File: config.mk
export PLATFORM = sky130hd
export DESIGN_NAME = radial_alpha_mask
export DESIGN_NICKNAME = d
export VERILOG_FILES = /design/src/rtl/rmask_pkg.sv /design/src/rtl/rmask_sqrt_stg.sv /design/src/rtl/rmask_div_stg.sv /design/src/rtl/radial_alpha_mask.sv
export SDC_FILE = /design/constraint.sdc
export NUM_CORES = 2
export LEC_CHECK = 0
export BUFFER_PORTS_ARGS = -buffer_cell sky130_fd_sc_hd__buf_4
export CORE_MARGIN = 10
export CORE_UTILIZATION = 50
export DETAILED_ROUTE_END_ITERATION = 10
export PLACE_DENSITY = 0.68
export SYNTH_ARGS = -nofsm -noshare
export SYNTH_HDL_FRONTEND = slang
export SYNTH_SLANG_ARGS = --single-unit
File: constraint.sdc
create_clock -name clk -period 8.15 [get_ports clk]
set_input_delay 0.4075 -clock clk [delete_from_list [all_inputs] [get_ports clk]]
set_output_delay 0.4075 -clock clk [all_outputs]
set_load 0.01 [all_outputs]
File: src/rtl/rmask_pkg.sv
package rmask_pkg;

  localparam int unsigned FRAC_BITS   = 4;
  localparam int unsigned CX_W        = 9;
  localparam int unsigned CY_W        = 8;
  localparam int unsigned DXY_W       = 10;
  localparam int unsigned SQ_W        = 19;
  localparam int unsigned RAD_W       = 15;
  localparam int unsigned ALPHA_W     = 8;
  localparam int unsigned N_W         = SQ_W + 2 * FRAC_BITS;
  localparam int unsigned SQRT_ITERS  = (N_W + 1) / 2;
  localparam int unsigned ROOT_W      = SQRT_ITERS;
  localparam int unsigned REM_W       = N_W + 1;
  localparam int unsigned SQRT_PER    = 2;
  localparam int unsigned SQRT_STGS   = (SQRT_ITERS + SQRT_PER - 1) / SQRT_PER;
  localparam int unsigned DS_W        = RAD_W + 2;
  localparam int unsigned DEN_W       = RAD_W + 1;
  localparam int unsigned NUM_W       = DEN_W + ALPHA_W;
  localparam int unsigned DIV_PER     = 2;
  localparam int unsigned DIV_STGS    = ALPHA_W / DIV_PER;
  localparam int unsigned LATENCY     = 2 + SQRT_STGS + 2 + DIV_STGS + 1;
  localparam int unsigned CFG_AW      = 3;
  localparam int unsigned CFG_DW      = RAD_W;

  localparam logic [ALPHA_W-1:0] ALPHA_MAX = '1;
  localparam logic signed [DS_W-1:0] IRIS_MIN = DS_W'(20 << FRAC_BITS);
  localparam logic signed [DS_W-1:0] IRIS_FEATHER = DS_W'(25 << FRAC_BITS);

  localparam logic MODE_RAMP = 1'b0;
  localparam logic MODE_IRIS = 1'b1;

  typedef enum logic [CFG_AW-1:0] {
    REG_MODE  = 3'd0,
    REG_CX    = 3'd1,
    REG_CY    = 3'd2,
    REG_INNER = 3'd3,
    REG_OUTER = 3'd4,
    REG_IRIS  = 3'd5
  } cfg_idx_t;

  typedef struct packed {
    logic [REM_W-1:0] rem;
    logic [REM_W-1:0] root;
  } sqrt_t;

  typedef struct packed {
    logic [DEN_W-1:0]   rem;
    logic [ALPHA_W-1:0] nlow;
    logic [ALPHA_W-1:0] quo;
    logic [DEN_W-1:0]   den;
    logic               forced;
    logic [ALPHA_W-1:0] fval;
  } div_t;

  // One digit-pair step of the bitwise square root.
  function automatic sqrt_t sqrt_step(input sqrt_t s, input int unsigned k);
    logic [REM_W-1:0] bitv;
    logic [REM_W-1:0] trial;
    sqrt_t            r;
    bitv  = REM_W'(1) << (2 * (SQRT_ITERS - 1 - k));
    trial = s.root + bitv;
    r     = s;
    if (s.rem >= trial) begin
      r.rem  = s.rem - trial;
      r.root = (s.root >> 1) + bitv;
    end else begin
      r.root = s.root >> 1;
    end
    return r;
  endfunction

  // One quotient bit of restoring division.
  function automatic div_t div_step(input div_t s);
    logic [DEN_W:0] t;
    div_t           r;
    t      = {s.rem, s.nlow[ALPHA_W-1]};
    r      = s;
    r.nlow = s.nlow << 1;
    if (t >= {1'b0, s.den}) begin
      t     = t - {1'b0, s.den};
      r.quo = {s.quo[ALPHA_W-2:0], 1'b1};
    end else begin
      r.quo = {s.quo[ALPHA_W-2:0], 1'b0};
    end
    r.rem = t[DEN_W-1:0];
    return r;
  endfunction

endpackage

File: src/rtl/rmask_sqrt_stg.sv
module rmask_sqrt_stg
  import rmask_pkg::*;
#(
  parameter int unsigned STG = 0
) (
  input  logic  clk,
  input  logic  rst_n,
  input  logic  vld_i,
  input  sqrt_t s_i,
  output logic  vld_o,
  output sqrt_t s_o
);

  logic  vld_r;
  sqrt_t s_r;
  sqrt_t s_nxt;

  // Run this stage's share of root iterations
  always_comb begin
    s_nxt = s_i;
    for (int unsigned j = 0; j < SQRT_PER; j++) begin
      if (STG * SQRT_PER + j < SQRT_ITERS) begin
        s_nxt = sqrt_step(s_nxt, STG * SQRT_PER + j);
      end
    end
  end

  always_ff @(posedge clk) begin
    if (!rst_n) begin
      vld_r <= 1'b0;
    end else begin
      vld_r <= vld_i;
    end
  end

  always_ff @(posedge clk) begin
    s_r <= s_nxt;
  end

  assign vld_o = vld_r;
  assign s_o   = s_r;

endmodule

File: src/rtl/rmask_div_stg.sv
module rmask_div_stg
  import rmask_pkg::*;
(
  input  logic clk,
  input  logic rst_n,
  input  logic vld_i,
  input  div_t s_i,
  output logic vld_o,
  output div_t s_o
);

  logic vld_r;
  div_t s_r;
  div_t s_nxt;

  // Produce this stage's quotient bits
  always_comb begin
    s_nxt = s_i;
    for (int unsigned j = 0; j < DIV_PER; j++) begin
      s_nxt = div_step(s_nxt);
    end
  end

  always_ff @(posedge clk) begin
    if (!rst_n) begin
      vld_r <= 1'b0;
    end else begin
      vld_r <= vld_i;
    end
  end

  always_ff @(posedge clk) begin
    s_r <= s_nxt;
  end

  assign vld_o = vld_r;
  assign s_o   = s_r;

endmodule

File: src/rtl/radial_alpha_mask.sv
// Throughput: one pixel per clock; busy is low whenever out of reset.
// Stages: offsets, squares, 7 root stages (2 bits each), compare, scale,
// 4 divider stages (2 quotient bits each), output register.
// Synchronous reset clears the pipeline and loads the register defaults.
// Results cannot be stalled by the receiver.
module radial_alpha_mask
  import rmask_pkg::*;
(
  input  logic                clk,
  input  logic                rst_n,
  input  logic                start,
  output logic                busy,
  input  logic [CX_W-1:0]     in_pix_x,
  input  logic [CY_W-1:0]     in_pix_y,
  output logic                out_valid,
  output logic [ALPHA_W-1:0]  out_alpha,
  input  logic                cfg_valid,
  output logic                cfg_ready,
  input  logic [CFG_AW-1:0]   cfg_addr,
  input  logic [CFG_DW-1:0]   cfg_data
);

  logic                     busy_r;
  logic                     mode_r;
  logic [CX_W-1:0]          cx_r;
  logic [CY_W-1:0]          cy_r;
  logic signed [RAD_W-1:0]  inner_r;
  logic signed [RAD_W-1:0]  outer_r;
  logic signed [RAD_W-1:0]  iris_r;

  // Register file writes
  always_ff @(posedge clk) begin
    if (!rst_n) begin
      busy_r  <= 1'b1;
      mode_r  <= MODE_RAMP;
      cx_r    <= CX_W'(160);
      cy_r    <= CY_W'(120);
      inner_r <= -RAD_W'(80);
      outer_r <= RAD_W'(560);
      iris_r  <= '0;
    end else begin
      busy_r <= 1'b0;
      if (cfg_valid) begin
        case (cfg_addr)
          REG_MODE:  mode_r  <= cfg_data[0];
          REG_CX:    cx_r    <= cfg_data[CX_W-1:0];
          REG_CY:    cy_r    <= cfg_data[CY_W-1:0];
          REG_INNER: inner_r <= cfg_data;
          REG_OUTER: outer_r <= cfg_data;
          REG_IRIS:  iris_r  <= cfg_data;
          default: ;
        endcase
      end
    end
  end

  assign busy      = busy_r;
  assign cfg_ready = 1'b1;

  // Stage 1: offsets from the centre
  logic                     v1_r;
  logic signed [DXY_W-1:0]  dx_r;
  logic signed [DXY_W-1:0]  dy_r;

  // Stage 2: squared distance
  logic                     v2_r;
  logic [SQ_W-1:0]          sq_r;
  logic signed [2*DXY_W-1:0] dxsq;
  logic signed [2*DXY_W-1:0] dysq;

  assign dxsq = dx_r * dx_r;
  assign dysq = dy_r * dy_r;

  always_ff @(posedge clk) begin
    if (!rst_n) begin
      v1_r <= 1'b0;
      v2_r <= 1'b0;
    end else begin
      v1_r <= start & ~busy_r;
      v2_r <= v1_r;
    end
  end

  always_ff @(posedge clk) begin
    dx_r <= signed'({{(DXY_W-CX_W){1'b0}}, in_pix_x})
          - signed'({{(DXY_W-CX_W){1'b0}}, cx_r});
    dy_r <= signed'({{(DXY_W-CY_W){1'b0}}, in_pix_y})
          - signed'({{(DXY_W-CY_W){1'b0}}, cy_r});
    sq_r <= dxsq[SQ_W-1:0] + dysq[SQ_W-1:0];
  end

  // Root pipeline
  logic  sv [SQRT_STGS+1];
  sqrt_t ss [SQRT_STGS+1];

  assign sv[0]      = v2_r;
  assign ss[0].rem  = REM_W'(sq_r) << (2 * FRAC_BITS);
  assign ss[0].root = '0;

  for (genvar g = 0; g < SQRT_STGS; g++) begin : g_sqrt
    rmask_sqrt_stg #(.STG(g)) u_stg (
      .clk   (clk),
      .rst_n (rst_n),
      .vld_i (sv[g]),
      .s_i   (ss[g]),
      .vld_o (sv[g+1]),
      .s_o   (ss[g+1])
    );
  end

  // Compare stage: pick forced result or divider operands
  logic                     vc_r;
  logic [DEN_W-1:0]         diff_r;
  logic [DEN_W-1:0]         den_r;
  logic                     forced_r;
  logic [ALPHA_W-1:0]       fval_r;
  logic signed [DS_W-1:0]   ds;
  logic signed [DS_W-1:0]   ri;
  logic signed [DS_W-1:0]   ro;
  logic signed [DS_W-1:0]   rr;
  logic signed [DS_W-1:0]   dr;
  logic [DEN_W-1:0]         diff_nxt;
  logic [DEN_W-1:0]         den_nxt;
  logic                     forced_nxt;
  logic [ALPHA_W-1:0]       fval_nxt;

  always_comb begin
    ds         = signed'({{(DS_W-ROOT_W){1'b0}}, ss[SQRT_STGS].root[ROOT_W-1:0]});
    ri         = DS_W'(inner_r);
    ro         = DS_W'(outer_r);
    rr         = DS_W'(iris_r);
    dr         = ds - rr;
    diff_nxt   = '0;
    den_nxt    = DEN_W'(1);
    forced_nxt = 1'b1;
    fval_nxt   = '0;
    if (mode_r == MODE_RAMP) begin
      if (ds < ri) begin
        fval_nxt = '0;
      end else if (ro < ds) begin
        fval_nxt = ALPHA_MAX;
      end else if (ro == ri) begin
        fval_nxt = '0;
      end else begin
        forced_nxt = 1'b0;
        diff_nxt   = DEN_W'(ds - ri);
        den_nxt    = DEN_W'(ro - ri);
      end
    end else begin
      if (rr < IRIS_MIN) begin
        fval_nxt = ALPHA_MAX;
      end else if (ds <= rr) begin
        fval_nxt = '0;
      end else if (dr >= IRIS_FEATHER) begin
        fval_nxt = ALPHA_MAX;
      end else begin
        forced_nxt = 1'b0;
        diff_nxt   = DEN_W'(dr);
        den_nxt    = DEN_W'(IRIS_FEATHER);
      end
    end
  end

  // Scale stage: numerator is diff * 255
  logic               vm_r;
  div_t               dm_r;
  logic [NUM_W-1:0]   num;

  assign num = (NUM_W'(diff_r) << ALPHA_W) - NUM_W'(diff_r);

  always_ff @(posedge clk) begin
    if (!rst_n) begin
      vc_r <= 1'b0;
      vm_r <= 1'b0;
    end else begin
      vc_r <= sv[SQRT_STGS];
      vm_r <= vc_r;
    end
  end

  always_ff @(posedge clk) begin
    diff_r      <= diff_nxt;
    den_r       <= den_nxt;
    forced_r    <= forced_nxt;
    fval_r      <= fval_nxt;
    dm_r.rem    <= num[NUM_W-1:ALPHA_W];
    dm_r.nlow   <= num[ALPHA_W-1:0];
    dm_r.quo    <= '0;
    dm_r.den    <= den_r;
    dm_r.forced <= forced_r;
    dm_r.fval   <= fval_r;
  end

  // Divider pipeline
  logic dv [DIV_STGS+1];
  div_t dd [DIV_STGS+1];

  assign dv[0] = vm_r;
  assign dd[0] = dm_r;

  for (genvar g = 0; g < DIV_STGS; g++) begin : g_div
    rmask_div_stg u_stg (
      .clk   (clk),
      .rst_n (rst_n),
      .vld_i (dv[g]),
      .s_i   (dd[g]),
      .vld_o (dv[g+1]),
      .s_o   (dd[g+1])
    );
  end

  // Output register
  logic               out_valid_r;
  logic [ALPHA_W-1:0] out_alpha_r;

  always_ff @(posedge clk) begin
    if (!rst_n) begin
      out_valid_r <= 1'b0;
    end else begin
      out_valid_r <= dv[DIV_STGS];
    end
  end

  always_ff @(posedge clk) begin
    out_alpha_r <= dd[DIV_STGS].forced ? dd[DIV_STGS].fval : dd[DIV_STGS].quo;
  end

  assign out_valid = out_valid_r;
  assign out_alpha = out_alpha_r;

endmodule

Word level (Yosys, flattened, before mapping)
Index checks and enable logic that the tools add are counted.

storage, ports and cells
  flip-flop bits (word level) = 730
  latch bits = 0
  RAM bits = 0
  bits in read-only memories = 0
  bits of input ports = 39
  output and inout port bits = 11
  logic and storage cells = 244
  memories kept = 0

operators by class
  $add $sub $neg = 53
  multiply operators = 2
  div/mod/pow operators = 0
  magnitude comparators = 27
  equality and inequality tests = 6
  shift operators = 0
  mux-type cells = 71
  bitwise logic cells = 2
  reduce and logical (&&, ||, !) cells = 7

operators with widths
  operator                number
  $mux 28                 19
  $ge 28x28->1            13
  $sub 28x28->28          12
  $mux 16                 18
  $mux 27                 7
  $ge 17x16->1            8
  $sub 16x16->16          7
  $mux 8                  7
  $sub 15x15->16          3
  $lt 15x15->1            2
  $add 27x11->28 const B  1
  $add 27x13->28 const B  1
  $add 27x15->28 const B  1
  $add 27x17->28 const B  1
  $add 27x19->28 const B  1
  $add 27x21->28 const B  1
  $add 27x23->28 const B  1
  $add 27x3->28 const B   1
  $add 27x5->28 const B   1
  $add 27x7->28 const B   1
  $add 27x9->28 const B   1
  $add 28x1->28 const B   1
  $add 28x11->28 const B  1
  $add 28x13->28 const B  1
  34 further kinds        58

Longest topological paths before layout
  depth after elaboration = 6
  depth in mapped cells = 35
  depth with buffers taken out = 34

By module
Synthesis repeated with hierarchy kept, for this count alone.

unflattened totals
  cells, all modules = 8600
  area, all modules = 71203.3 um^2

modules (own cells, without submodules)
  module                              instances  cells an instance  area each (um^2)  sequential area each (um^2)
  radial_alpha_mask                   1          1745               15668.8           3823.7
  rmask_sqrt_stg (g_sqrt[6].u_stg)    1          1046               7671.1            1141.1
  rmask_sqrt_stg (g_sqrt[5].u_stg)    1          869                6696.4            1141.1
  rmask_sqrt_stg (g_sqrt[4].u_stg)    1          865                6627.6            1141.1
  rmask_div_stg (g_div[0].u_stg ...)  2          325                3139.3            1121.1
  rmask_sqrt_stg (g_sqrt[3].u_stg)    1          777                5938.2            1141.1
  rmask_sqrt_stg (g_sqrt[2].u_stg)    1          716                5693.0            1141.1
  rmask_sqrt_stg (g_sqrt[0].u_stg)    1          655                5260.0            1141.1
  rmask_sqrt_stg (g_sqrt[1].u_stg)    1          635                5131.2            1141.1
  rmask_div_stg (g_div[3].u_stg)      1          326                3170.5            1121.1
  rmask_div_stg (g_div[2].u_stg)      1          316                3067.9            1121.1

Least setup slack after synthesis
Ideal clock, no wire load.

  path kind = flip-flop to flip-flop
  start = reg dy_r[7]
  end = reg sq_r[18]
  arrival time = 7.734 ns
  required time = 8.078 ns
  path slack = 0.343 ns
  stages on the path, launching flop included = 34
  buffers on the path = 1
  clock period less this slack = 7.807 ns
  cell sequence = dfxtp_1 > clkbuf_1 > inv_1 > nor2_1 > inv_1 > fa_1 > inv_1 > fa_1 > fa_1 > fa_1 > fa_1 > ha_1 > o21ai_0 > a21boi_0 > o21ai_0 > nand2b_1 > a21o_1 > nand2_1 > nor2b_1 > xnor2_1 > ha_1 > fa_1 > inv_1 > fa_1 > fa_1 > inv_1 > ha_1 > or3_1 > o21ai_0 > a21oi_1 > nand4_1 > nand4b_1 > a21oi_1 > xnor2_1

between the ends
  longest elaborated chain between the ends = 2

RTL lines
  what                    line                     RTL
  from (decl)             radial_alpha_mask.sv:63  logic signed [DXY_W-1:0] dy_r;
  from (signal assigned)  radial_alpha_mask.sv:87  dy_r <= signed'({{(DXY_W-CY_W){1'b0}}, in_pix_y})
  $mul 9x9->18            radial_alpha_mask.sv:72  assign dysq = dy_r * dy_r;
  $add 19x19->19          radial_alpha_mask.sv:89  sq_r <= dxsq[SQ_W-1:0] + dysq[SQ_W-1:0];
  to (signal assigned)    radial_alpha_mask.sv:89
  to (decl)               radial_alpha_mask.sv:67  logic [SQ_W-1:0] sq_r;

Every way passes these cells.
A chain may end at the register's enable or synchronous reset.

Worst setup path after layout
Same ends and word-level chain as after synthesis.

==> results.toml <==
[setup_path]
crit_top_cell = "fa_1"
cpMaxStageDelayCell = "fa_1"
critPathKind = "flip-flop to flip-flop"
cp-start-kind = "flip-flop"
worst-endpoint-required_ns = 8.72
worstSetupEndpointType = "flip-flop"
startpoint = "dy_r[7]$_DFF_P_"
critical_path.top_delay_family = "adder cells"
worstPathBufferInverterCount = 7
critical_path.max_stage_delay_ns = 0.58
timing.critical_path.arrival_ns = 8.36
r2r_start = "dy_r[7]$_DFF_P_"
critical_path.max_fanout = 5

[outcome]
status = "finished, final reports clean"

[route]
detailedRoute.firstPassIterationCount = 5
vias = 26700
wl_per_cell_um = 15.7
drt.antenna.violating_nets = 0
drtIter0Drc = 1272
via_per_instance_ratio = 5.33
detailed_route_drc_error_count = 0
routed_wirelength_um = 78500

[finish]
areaGrowthSynthToFinish_pct = 9.25
diodes = 0
most_frequent_cells_in_the_layout = "510 x inv_1, 510 x dfxtp_1, 413 x ha_1"
layout.cells.non_filler = 5013
layout-drive-gt1-share = 0.0737
finalNetCount = 4644
fillCellCount = 6512
fin_area_um2 = 38700

[synthesis]
yosys.cell_types.count = 98
synth.yosys.warnings = 0
asyncSetResetFlopFracSynth = 0
synth_edf_count = 0
yosysTopAreaCell = "dfxtp_1"
synth_sequential_area_ratio = 0.292
synthFlopType = "dfxtp_1"
postSynthCellCount = 3984
post_synth_instance_area_um2 = 35400
yosys-top-cells-area = "dfxtp_1 29%, ha_1 15%, fa_1 9.0%"
synth_fp_nets = 4597
synth-seq-cells = 516
synth_top_area_share = 0.292
syn_area_per_cell_um2 = 8.88

[timing]
max_slew_violations = 0
report.final.setup_viol = 0
worst_pin_slew_ns = 1.04
worst_slew_margin_rel = 0.303
timing.fmax_mhz = 128
minimum_clock_period_after_layout_ns = 7.79
final.period_utilization = 0.956
final_hold_viol_count = 0
clock-skew-final_ns = 0.0385

[place]
place.gp.congestion = 0.860
placed_area_um2 = 36700
dp_hpwl_um = 62700
post-place-cells = 4912
numPortBuffers = 48

[global_route]
grt_max_degree = 47
global_route.overflow_total = 0
grt_pass1_wl_um = 132000
grt_pass1_vias = 26700
globalRouteTotalUtil = 0.192
number_of_antenna_violations_at_the_first_check_in_global_routing = 0

[floorplanning]
starting_density_of_the_core = 0.504
io_pins = 50
vertical_die_dimension_um = 286
chipWidth_um = 286
core_region_area_um2 = 70100
area_of_the_die_um2 = 81800
placementRows = 97

[worst_hold_path]
worst_hold_path_type = "input pin to flip-flop"
hold_path.startpoint = "cfg_data[9]"

[clock_network]
cts_tree = "done"
clock_transition_at_the_register_clock_pins_on_the_worst_setup_and_hold_paths_after_cts_ns = 0.07
clk_root_buffer_cell = "clkbuf_16"
cts.sink_count = 516
clk_latency_ns = 0.63
max-clock-path-buffers = 3
cts_made_buffers = 54
ctsHtreeMaxLevel = 2
holdBufCountCts = 0

[run]
cap_viol_max_count = 0
[layer usage]
layer | vias up | global-route usage | part of all wire
met2 | 398 | 0.342 | 0.49
met1 | 12400 | 0.231 | 0.44
met5 | - | 0 | 0
li1 | 13700 | - | -
met4 | 0 | 0.0780 | 0.042
met3 | 172 | 0.0239 | 0.034
[synthesized netlist by cell type (8+ instances only)]
library cell    n
dfxtp_1       516
inv_1         510
ha_1          415
nand2_1       324
a21oi_1       259
nor2_1        242
xnor2_1       198
fa_1          159
o21ai_0       156
xor2_1        104
a21o_1         92
and2_1         76
nor3_1         73
nor2b_1        68
mux2_2         66
clkbuf_1       58
nand3_1        55
o21a_1         49
nand4_1        41
nand2b_1       39
o211ai_1       34
nor4_1         31
or3_1          28
a211oi_1       24
o21bai_1       23
a31oi_1        19
o31ai_1        19
and3_1         17
mux2i_1        17
or4_1          17
a31o_2         15
o21ai_1        14
o22ai_1        14
or2_2          14
buf_2           9
a211o_1         8
nor3b_1         8
o31a_1          8
o41ai_1         8
[flip-flops by register name, summed over array words and instances (netlist names), 16 cells and up]
signal,count
sq_r,19
g_div.u_stg.s_o,136
g_sqrt.u_stg.s_o,178
diff_r,16
den_r,16
dd,42
[worst register-to-register path: cells and delay by family (launching register included)]
kind	cells	cell delay [ns]
AOI/OAI and AO/OA	6	0.79
xor gates and xnor gates	2	0.24
adders and majority gates	11	5.07
buffers and inverters	7	0.48
DFF	1	0.35
and+or+nand+nor	6	0.87
[path summary, 6_finish.rpt]
path	end	slack [ns]	cells past startpoint
hold reg to reg	g_div[2].u_stg.s_o[27]$_DFF_P_	0.33	0
setup reg to reg	sq_r[18]$_DFF_P_	0.36	32
setup / recovery	sq_r[18]$_DFF_P_	0.36	32
hold / removal	outer_r[9]$_SDFFE_PN1P_	0.04	3
[kinds of logic after synthesis]
| logic type | synth area share |
|---|---|
| muxes | 0.0280 |
| buffers and inverters | 0.0635 |
| DFF | 0.292 |
| AOI/OAI and AO/OA | 0.150 |
| and+or+nand+nor | 0.155 |
| adders and majority gates | 0.237 |
| xor gates and xnor gates | 0.0747 |
| other | 0.000106 |
[through the flow]
| stage | worst slack, ns | setup TNS (ns) | utilization | hold WS, ns |
|---|---|---|---|---|
| after floorplan | 0.343 | 0 | - | 0.310 |
| after global placement | 0.135 | 0 | 0.524 | 0.311 |
| after detailed placement | 0.0237 | 0 | 0.524 | 0.312 |
| after CTS | 0.0458 | 0 | 0.550 | 0.00910 |
| after global routing | -0.0578 | -0.0578 | 0.551 | 0.0344 |
| final | 0.357 | 0 | 0.551 | 0.0395 |
[cell type report]
type	instances	area, µm²	area share
Clock buffer	61	1430	0.0369
Clock inverter	37	438	0.0113
Inverter	513	1930	0.0499
Multi-Input combinational cell	2880	22900	0.591
Sequential cell	516	10300	0.267
Tap cell	940	1180	0.0304
Timing Repair Buffer	66	495	0.0128
[what timing repair did]
item | in CTS | in global routing
buffers inserted | 0 | 3
resized for setup | 0 | 18
endpoints found under the setup margin | 0 | 5
Power is not shown: default switching activity piles up to over one toggle a cycle in this logic, so the estimate is an artifact.
